**config.mk**
```make
export PLATFORM = sky130hd
export DESIGN_NAME = xor_checksum_frame_parser_flat
export DESIGN_NICKNAME = d
export VERILOG_FILES = /design/src/rtl/core/xcfp_pkg.sv /design/src/rtl/core/xcfp_in_if.sv /design/src/rtl/core/xcfp_out_if.sv /design/src/rtl/core/xcfp_in_stage.sv /design/src/rtl/core/xcfp_parser.sv /design/src/rtl/core/xcfp_out_stage.sv /design/src/rtl/core/xor_checksum_frame_parser.sv /design/src/flat_wrapper.sv
export SDC_FILE = /design/constraint.sdc
export NUM_CORES = 1
export LEC_CHECK = 0
export BUFFER_PORTS_ARGS = -buffer_cell sky130_fd_sc_hd__buf_2
export CAP_MARGIN = 20
export CORE_AREA = 5 5 130 132
export CTS_CLUSTER_SIZE = 14
export DETAILED_ROUTE_END_ITERATION = 12
export DIE_AREA = 0 0 135 137
export GPL_TIMING_DRIVEN = 0
export RECOVER_POWER = 50
export REMOVE_ABC_BUFFERS = 1
export SETUP_SLACK_MARGIN = 0.05
export SYNTH_ARGS = -nofsm -noshare
export SYNTH_HDL_FRONTEND = slang
export SYNTH_HIERARCHICAL = 1
export SYNTH_SLANG_ARGS = --single-unit
```
**constraint.sdc**
```tcl
create_clock -name clk -period 7.4 [get_ports clk]
set_input_delay 0.37 -clock clk [delete_from_list [all_inputs] [get_ports clk]]
set_output_delay 0.37 -clock clk [all_outputs]
set_load 0.05 [all_outputs]
```
**src/rtl/core/xcfp_pkg.sv**
```systemverilog
// ----------------------------------------------------------------------------
// xcfp_pkg
// Shared types and constants for the XOR-checksum frame parser.
// ----------------------------------------------------------------------------
package xcfp_pkg;

  // Frame sync marker
  localparam logic [7:0] SYNC_BYTE = 8'h5A;

  // Result kinds
  localparam logic KIND_PAYLOAD = 1'b0;
  localparam logic KIND_END     = 1'b1;

  // Parser phase
  typedef enum logic [2:0] {
    PH_SYNC    = 3'd0,
    PH_CMD     = 3'd1,
    PH_LEN_LO  = 3'd2,
    PH_LEN_HI  = 3'd3,
    PH_PAYLOAD = 3'd4,
    PH_CHECK   = 3'd5
  } xcfp_phase_t;

  // One result word as it leaves the parser
  typedef struct packed {
    logic        kind;
    logic [7:0]  command;
    logic [15:0] frame_length;
    logic [15:0] byte_index;
    logic [7:0]  data_byte;
    logic        checksum_ok;
    logic        last;
  } xcfp_res_t;

  // Handoff from the input register to the parser
  typedef struct packed {
    logic       vld;
    logic [7:0] rx_byte;
  } xcfp_byte_t;

endpackage

```
**src/rtl/core/xcfp_in_if.sv**
```systemverilog
// ----------------------------------------------------------------------------
// xcfp_in_if
// Input channel: one received byte per word, valid/ready handshake.
// ----------------------------------------------------------------------------
interface xcfp_in_if;
  logic       valid;
  logic       ready;
  logic [7:0] rx_byte;

  modport source (output valid, output rx_byte, input ready);
  modport sink   (input valid, input rx_byte, output ready);
endinterface

```
**src/rtl/core/xcfp_out_if.sv**
```systemverilog
// ----------------------------------------------------------------------------
// xcfp_out_if
// Result channel: payload bytes and frame-end words, valid/ready handshake.
// ----------------------------------------------------------------------------
interface xcfp_out_if;
  logic        valid;
  logic        ready;
  logic        kind;
  logic [7:0]  command;
  logic [15:0] frame_length;
  logic [15:0] byte_index;
  logic [7:0]  data_byte;
  logic        checksum_ok;
  logic        last;

  modport source (output valid, output kind, output command, output frame_length,
                  output byte_index, output data_byte, output checksum_ok,
                  output last, input ready);
  modport sink   (input valid, input kind, input command, input frame_length,
                  input byte_index, input data_byte, input checksum_ok,
                  input last, output ready);
endinterface

```
**src/rtl/core/xcfp_in_stage.sv**
```systemverilog
// ----------------------------------------------------------------------------
// xcfp_in_stage
// Input register: captures one byte and hands it to the parser on advance.
// ----------------------------------------------------------------------------
module xcfp_in_stage import xcfp_pkg::*; (
  input  logic       clk,
  input  logic       rst_n,
  input  logic       in_valid,
  output logic       in_ready,
  input  logic [7:0] in_byte,
  input  logic       adv,       // parser consumes the held byte this cycle
  output xcfp_byte_t held
);

  logic       vld_r;
  logic       vld_nxt;
  logic [7:0] byte_r;
  logic       take;

  // Free when empty or being drained this cycle
  assign in_ready = !vld_r || adv;
  assign take     = in_valid && in_ready;

  always_comb begin
    vld_nxt = vld_r;
    if (take) begin
      vld_nxt = 1'b1;
    end else if (adv) begin
      vld_nxt = 1'b0;
    end
  end

  always_ff @(posedge clk) begin
    if (!rst_n) begin
      vld_r <= 1'b0;
    end else begin
      vld_r <= vld_nxt;
    end
  end

  // Payload register, no reset
  always_ff @(posedge clk) begin
    if (take) begin
      byte_r <= in_byte;
    end
  end

  assign held.vld     = vld_r;
  assign held.rx_byte = byte_r;

endmodule

```
**src/rtl/core/xcfp_parser.sv**
```systemverilog
// ----------------------------------------------------------------------------
// xcfp_parser
// Frame state machine: header decode, running XOR, payload index and check.
// ----------------------------------------------------------------------------
module xcfp_parser import xcfp_pkg::*; (
  input  logic       clk,
  input  logic       rst_n,
  input  logic       fire,      // process held byte this cycle
  input  logic [7:0] rx_byte,
  output logic       res_vld,
  output xcfp_res_t  res
);

  xcfp_phase_t phase_r, phase_nxt;
  logic [7:0]  cmd_r, cmd_nxt;
  logic [7:0]  xor_r, xor_nxt;
  logic [15:0] len_r, len_nxt;
  logic [15:0] cnt_r, cnt_nxt;
  logic [15:0] cnt_inc;

  assign cnt_inc = cnt_r + 16'd1;

  // Next state and result
  always_comb begin
    phase_nxt = phase_r;
    cmd_nxt   = cmd_r;
    xor_nxt   = xor_r;
    len_nxt   = len_r;
    cnt_nxt   = cnt_r;
    res_vld   = 1'b0;

    res.kind         = KIND_PAYLOAD;
    res.command      = cmd_r;
    res.frame_length = len_r;
    res.byte_index   = cnt_r;
    res.data_byte    = rx_byte;
    res.checksum_ok  = 1'b0;
    res.last         = 1'b0;

    if (fire) begin
      case (phase_r)
        PH_CMD: begin
          cmd_nxt   = rx_byte;
          xor_nxt   = rx_byte;
          phase_nxt = PH_LEN_LO;
        end
        PH_LEN_LO: begin
          len_nxt   = {8'd0, rx_byte};
          xor_nxt   = xor_r ^ rx_byte;
          phase_nxt = PH_LEN_HI;
        end
        PH_LEN_HI: begin
          len_nxt   = {rx_byte, len_r[7:0]};
          xor_nxt   = xor_r ^ rx_byte;
          cnt_nxt   = 16'd0;
          // zero-length frame skips straight to checksum
          phase_nxt = ({rx_byte, len_r[7:0]} == 16'd0) ? PH_CHECK : PH_PAYLOAD;
        end
        PH_PAYLOAD: begin
          res_vld = 1'b1;
          xor_nxt = xor_r ^ rx_byte;
          cnt_nxt = cnt_inc;
          if (cnt_inc == len_r) begin
            phase_nxt = PH_CHECK;
          end
        end
        PH_CHECK: begin
          res_vld         = 1'b1;
          res.kind        = KIND_END;
          res.data_byte   = 8'd0;
          res.checksum_ok = (rx_byte == xor_r);
          res.last        = 1'b1;
          phase_nxt       = PH_SYNC;
        end
        default: begin
          // wait for sync; unused codes behave the same
          phase_nxt = (rx_byte == SYNC_BYTE) ? PH_CMD : PH_SYNC;
        end
      endcase
    end
  end

  // State registers
  always_ff @(posedge clk) begin
    if (!rst_n) begin
      phase_r <= PH_SYNC;
      cmd_r   <= 8'd0;
      xor_r   <= 8'd0;
      len_r   <= 16'd0;
      cnt_r   <= 16'd0;
    end else begin
      phase_r <= phase_nxt;
      cmd_r   <= cmd_nxt;
      xor_r   <= xor_nxt;
      len_r   <= len_nxt;
      cnt_r   <= cnt_nxt;
    end
  end

endmodule

```
**src/rtl/core/xcfp_out_stage.sv**
```systemverilog
// ----------------------------------------------------------------------------
// xcfp_out_stage
// Result register: holds one result word until the sink takes it.
// ----------------------------------------------------------------------------
module xcfp_out_stage import xcfp_pkg::*; (
  input  logic      clk,
  input  logic      rst_n,
  input  logic      load,       // new result from parser
  input  xcfp_res_t res,
  output logic      room,       // can take a word this cycle
  output logic      out_valid,
  input  logic      out_ready,
  output xcfp_res_t out_word
);

  logic      vld_r;
  logic      vld_nxt;
  xcfp_res_t word_r;

  assign room = !vld_r || out_ready;

  always_comb begin
    vld_nxt = vld_r;
    if (load) begin
      vld_nxt = 1'b1;
    end else if (out_ready) begin
      vld_nxt = 1'b0;
    end
  end

  always_ff @(posedge clk) begin
    if (!rst_n) begin
      vld_r <= 1'b0;
    end else begin
      vld_r <= vld_nxt;
    end
  end

  always_ff @(posedge clk) begin
    if (load) begin
      word_r <= res;
    end
  end

  assign out_valid = vld_r;
  assign out_word  = word_r;

endmodule

```
**src/rtl/core/xor_checksum_frame_parser.sv**
```systemverilog
// An accepted byte waits in the input register, then goes through the parser into the result register.
// Throughput: one byte per cycle while the result register has room; a stalled sink holds the input.
// Header and sync bytes produce no result word; payload and checksum bytes produce one.
// Reset (rst_n low, synchronous) empties both registers and returns the parser to
// waiting for sync with command, XOR, length and count cleared.
// ----------------------------------------------------------------------------
// xor_checksum_frame_parser
// Sync/length/XOR-checksum deframer, cut-through: input register, parser,
// result register.
// ----------------------------------------------------------------------------
module xor_checksum_frame_parser import xcfp_pkg::*; (
  input  logic       clk,
  input  logic       rst_n,
  xcfp_in_if.sink    in_bus,
  xcfp_out_if.source out_bus
);

  xcfp_byte_t held;
  logic       room;
  logic       adv;
  logic       res_vld;
  xcfp_res_t  res;
  xcfp_res_t  out_word;

  // Held byte moves into the parser when the result register has room
  assign adv = held.vld && room;

  xcfp_in_stage u_in (
    .clk      (clk),
    .rst_n    (rst_n),
    .in_valid (in_bus.valid),
    .in_ready (in_bus.ready),
    .in_byte  (in_bus.rx_byte),
    .adv      (adv),
    .held     (held)
  );

  xcfp_parser u_parser (
    .clk     (clk),
    .rst_n   (rst_n),
    .fire    (adv),
    .rx_byte (held.rx_byte),
    .res_vld (res_vld),
    .res     (res)
  );

  xcfp_out_stage u_out (
    .clk       (clk),
    .rst_n     (rst_n),
    .load      (adv && res_vld),
    .res       (res),
    .room      (room),
    .out_valid (out_bus.valid),
    .out_ready (out_bus.ready),
    .out_word  (out_word)
  );

  // Result word onto the channel
  assign out_bus.kind         = out_word.kind;
  assign out_bus.command      = out_word.command;
  assign out_bus.frame_length = out_word.frame_length;
  assign out_bus.byte_index   = out_word.byte_index;
  assign out_bus.data_byte    = out_word.data_byte;
  assign out_bus.checksum_ok  = out_word.checksum_ok;
  assign out_bus.last         = out_word.last;

endmodule

```
**src/flat_wrapper.sv**
```systemverilog
// flat-port wrapper written by rule: the top's interface ports become plain ports
module xor_checksum_frame_parser_flat import xcfp_pkg::*;
  (clk, rst_n, in_bus_valid, in_bus_rx_byte, in_bus_ready, out_bus_valid, out_bus_kind, out_bus_command, out_bus_frame_length, out_bus_byte_index, out_bus_data_byte, out_bus_checksum_ok, out_bus_last, out_bus_ready);
  xcfp_in_if in_bus_i ();
  xcfp_out_if out_bus_i ();
  input  logic clk;
  input  logic rst_n;
  input wire logic [$bits(in_bus_i.valid)-1:0] in_bus_valid;
  input wire logic [$bits(in_bus_i.rx_byte)-1:0] in_bus_rx_byte;
  output wire logic [$bits(in_bus_i.ready)-1:0] in_bus_ready;
  output wire logic [$bits(out_bus_i.valid)-1:0] out_bus_valid;
  output wire logic [$bits(out_bus_i.kind)-1:0] out_bus_kind;
  output wire logic [$bits(out_bus_i.command)-1:0] out_bus_command;
  output wire logic [$bits(out_bus_i.frame_length)-1:0] out_bus_frame_length;
  output wire logic [$bits(out_bus_i.byte_index)-1:0] out_bus_byte_index;
  output wire logic [$bits(out_bus_i.data_byte)-1:0] out_bus_data_byte;
  output wire logic [$bits(out_bus_i.checksum_ok)-1:0] out_bus_checksum_ok;
  output wire logic [$bits(out_bus_i.last)-1:0] out_bus_last;
  input wire logic [$bits(out_bus_i.ready)-1:0] out_bus_ready;
  assign in_bus_i.valid = in_bus_valid;
  assign in_bus_i.rx_byte = in_bus_rx_byte;
  assign in_bus_ready = in_bus_i.ready;
  assign out_bus_valid = out_bus_i.valid;
  assign out_bus_kind = out_bus_i.kind;
  assign out_bus_command = out_bus_i.command;
  assign out_bus_frame_length = out_bus_i.frame_length;
  assign out_bus_byte_index = out_bus_i.byte_index;
  assign out_bus_data_byte = out_bus_i.data_byte;
  assign out_bus_checksum_ok = out_bus_i.checksum_ok;
  assign out_bus_last = out_bus_i.last;
  assign out_bus_i.ready = out_bus_ready;
  xor_checksum_frame_parser u_core (.clk(clk), .rst_n(rst_n), .in_bus(in_bus_i), .out_bus(out_bus_i));
endmodule
```
==> impl_metrics.yaml <==
hold_path:
  min_from: "in_bus_rx_byte[2]"
  worst_hold_path_type: "in -> reg"
detailed_routing:
  via_per_inst: 4.91
  drt-pass1-iter-count: 5
  avgRoutedWirePerCell_um: 15.3
  routed_wirelength_um: 11200
  dr.first_iter.drc_count: 392
  antenna_left: 0
  num_vias: 3597
  drc: 0
timing:
  finalSetupViolCount: 0
  timing.final.crit_share_pct: 37.9
  worst_pin_slew_ns: 0.994
  finalHoldViolCount: 0
  skew_ns: 0.00924
  slew_violations: 0
  rsz0062_at_grt: "no"
  clock.fmax_mhz: 357
  min_period_ns: 2.80
  tns_ns: 0
  relSlewSlack_pct: 33.6
worst_setup_path:
  cp-start-kind: "flop"
  startpoint: "u_core/u_out/out_valid"
  cp.arrival_ns: 3.06
  endpoint_kind: "flop"
  required_ns: 7.66
  crit_fanout: 15
  crit-reg2reg-launch: "u_core/u_out/out_valid"
  path_class: "reg -> reg"
synthesis:
  yosysWarnings: 6
  synth_most_common_cell: "edfxtp_1"
  yosys.area.top_type: "edfxtp_1"
  syn_area_per_cell_um2: 10.4
  yosys_most_used_dff: "edfxtp_1"
  synth-async-reset-ratio_pct: 0
  synth_top_area_share_pct: 36.3
  synth_edf_count: 59
  synth.cell_area_um2: 4870
  synth.top_cells.by_area: "edfxtp_1, dfxtp_1, a21oi_1"
  synth_cells: 470
  yosys-top-cells-count: "edfxtp_1, nand2_1, dfxtp_1, a21oi_1, o21ai_0"
  yosysUniqueCellTypes: 56
  synth-seq-area-share_pct: 58.1
  ys_seq_elements: 112
clock_network:
  cts_setup_buffers: 0
  htreeDepth: 3
  clock_latency_ns: 0.35
  root_buffer: "clkbuf_16"
  cts_tree: "done"
  cts_resized: 0
  ctsHoldBuffers: 0
  clock-sinks: 112
  clk_pin_slew_ns: 0.07
  cts_inserted_buffers: 9
  cts_buffer_depth: 2
placement:
  port_buffers: 64
  dpl_cell_area_um2: 5330
  gp_congestion: 0.810
  dp_hpwl_um: 7720
pwr:
  p_per_area_nw_per_um2: 209
  vdd_drop_max_v: 0.000106
  finalPower_w: 0.00116
  power.leakage_nw: 1.74
global_route:
  grt_util_met3_pct: 4.45
  grtUsageMet2_pct: 18.4
  grt_max_degree: 49
  top_usage_layer: "met2"
  antenna_found_initial: 0
  grt_util_all_layers_pct: 12.5
  grt_pass1_vias: 3422
  grt.overflow.total: 0
  use_met1_pct: 17.4
  grt_first_pass_wirelength_um: 18200
die:
  io_pins: 65
  start_util_pct: 31.3
  die-area_um2: 18500
  fp-row-count: 46
  core_area_um2: 15600
  die-width_um: 135
  die_y_um: 137
status:
  status: "complete, no violations"
layout:
  nNetsFinal: 525
  antenna_cells: 0
  synthToLayoutAreaGrowth_pct: 13.8
  drive_gt1_share_pct: 8.12
  num-fill-cells: 1579
  fin_area_um2: 5550
run:
  drv_cap: 0
metrics by stage:
stage                     util (%)  setup slack, ns  std cells  hold slack [ns]
final                         35.6             4.60        733            0.191
after global routing          35.6             4.37        733            0.167
after CTS                     36.1             4.86        733            0.173
after detailed placement      34.2             4.73        717            0.417
after global placement        34.0             3.81        716            0.413
after floorplan                  -             4.50        436            0.408
per-layer routing:
metal  vias to the layer above  routed length (µm)  share of wire [%]
met1                      1715                5330                 47
met5                         -                   0                  0
met4                         0                 113                1.0
li1                       1757                   -                  -
met3                         6                 876                7.8
met2                       119                4910                 44
report_power, final:
group / internal [W] / switching, W / leakage (nW) / total, W
clock network: 0.000246 / 0.000233 / 0.141 / 0.000480
logic: 0.00000686 / 0.0000121 / 0.670 / 0.0000190
registers: 0.000652 / 0.00000872 / 0.924 / 0.000661
logic make-up after synthesis:
group | share of synthesized area (%)
and+or+nand+nor | 18.9
AOI/OAI and AO/OA | 13.7
DFF | 58.1
buffers and inverters | 3.64
xor gates and xnor gates | 5.21
muxes | 0.205
adders and majority gates | 0.257
layout by cell type (no fill, tap or decap), drive strengths merged, types with 2 or more instances in the layout:
master	netlist	layout
clkbuf	23	63
edfxtp	59	59
nand2	55	55
dfxtp	53	53
a21oi	45	45
o21ai	41	41
nor2	33	33
nand3	22	22
xnor2	21	21
and2	14	14
buf	11	12
a22oi	10	10
inv	6	10
nor3	9	9
xor2	8	8
nor4	8	8
nand4	7	7
nor2b	5	5
or3	4	4
and4	4	4
a21o	3	3
nand2b	3	3
nor3b	3	3
clkinvlp	0	2
a21boi	2	2
nand4b	2	2
or2	2	2
state kept, by name (all words and copies together), names as in the netlist:
register	count
u_core/u_in/byte_r	8
u_core/u_in/vld_r	1
u_core/u_out/out_valid	1
u_core/u_out/out_word	51
u_core/u_parser/cmd_r	8
u_core/u_parser/cnt_r	16
u_core/u_parser/len_r	16
u_core/u_parser/phase_r	3
u_core/u_parser/xor_r	8
final timing paths:
kind                                     to  slack [ns]  cells past startpoint
setup / recovery  u_core/u_parser/cnt_r[11]        4.60                      6
hold / removal        u_core/u_in/byte_r[2]        0.19                      1
setup reg to reg  u_core/u_parser/cnt_r[11]        4.60                      6
hold reg to reg   u_core/u_out/out_word[44]        0.43                      0
worst max-delay path, cell delays in order (launching register included):
cell	delay (ns)
dfxtp_1	0.32
nand2b_2	0.09
and2_0	0.56
and3b_1	0.39
nor2b_1	0.83
o21ai_0	0.22
a311oi_1	0.30
final cells by class:
type	count	area, µm²	share of cell area [%]
Tap cell	216	270	4.87
Multi-Input combinational cell	318	1850	33.4
Sequential cell	112	2830	51.1
Inverter	6	22.5	0.406
Timing Repair Buffer	65	274	4.94
Clock buffer	10	239	4.31
Clock inverter	6	57.6	1.04
(Power assumes the default switching activity.)
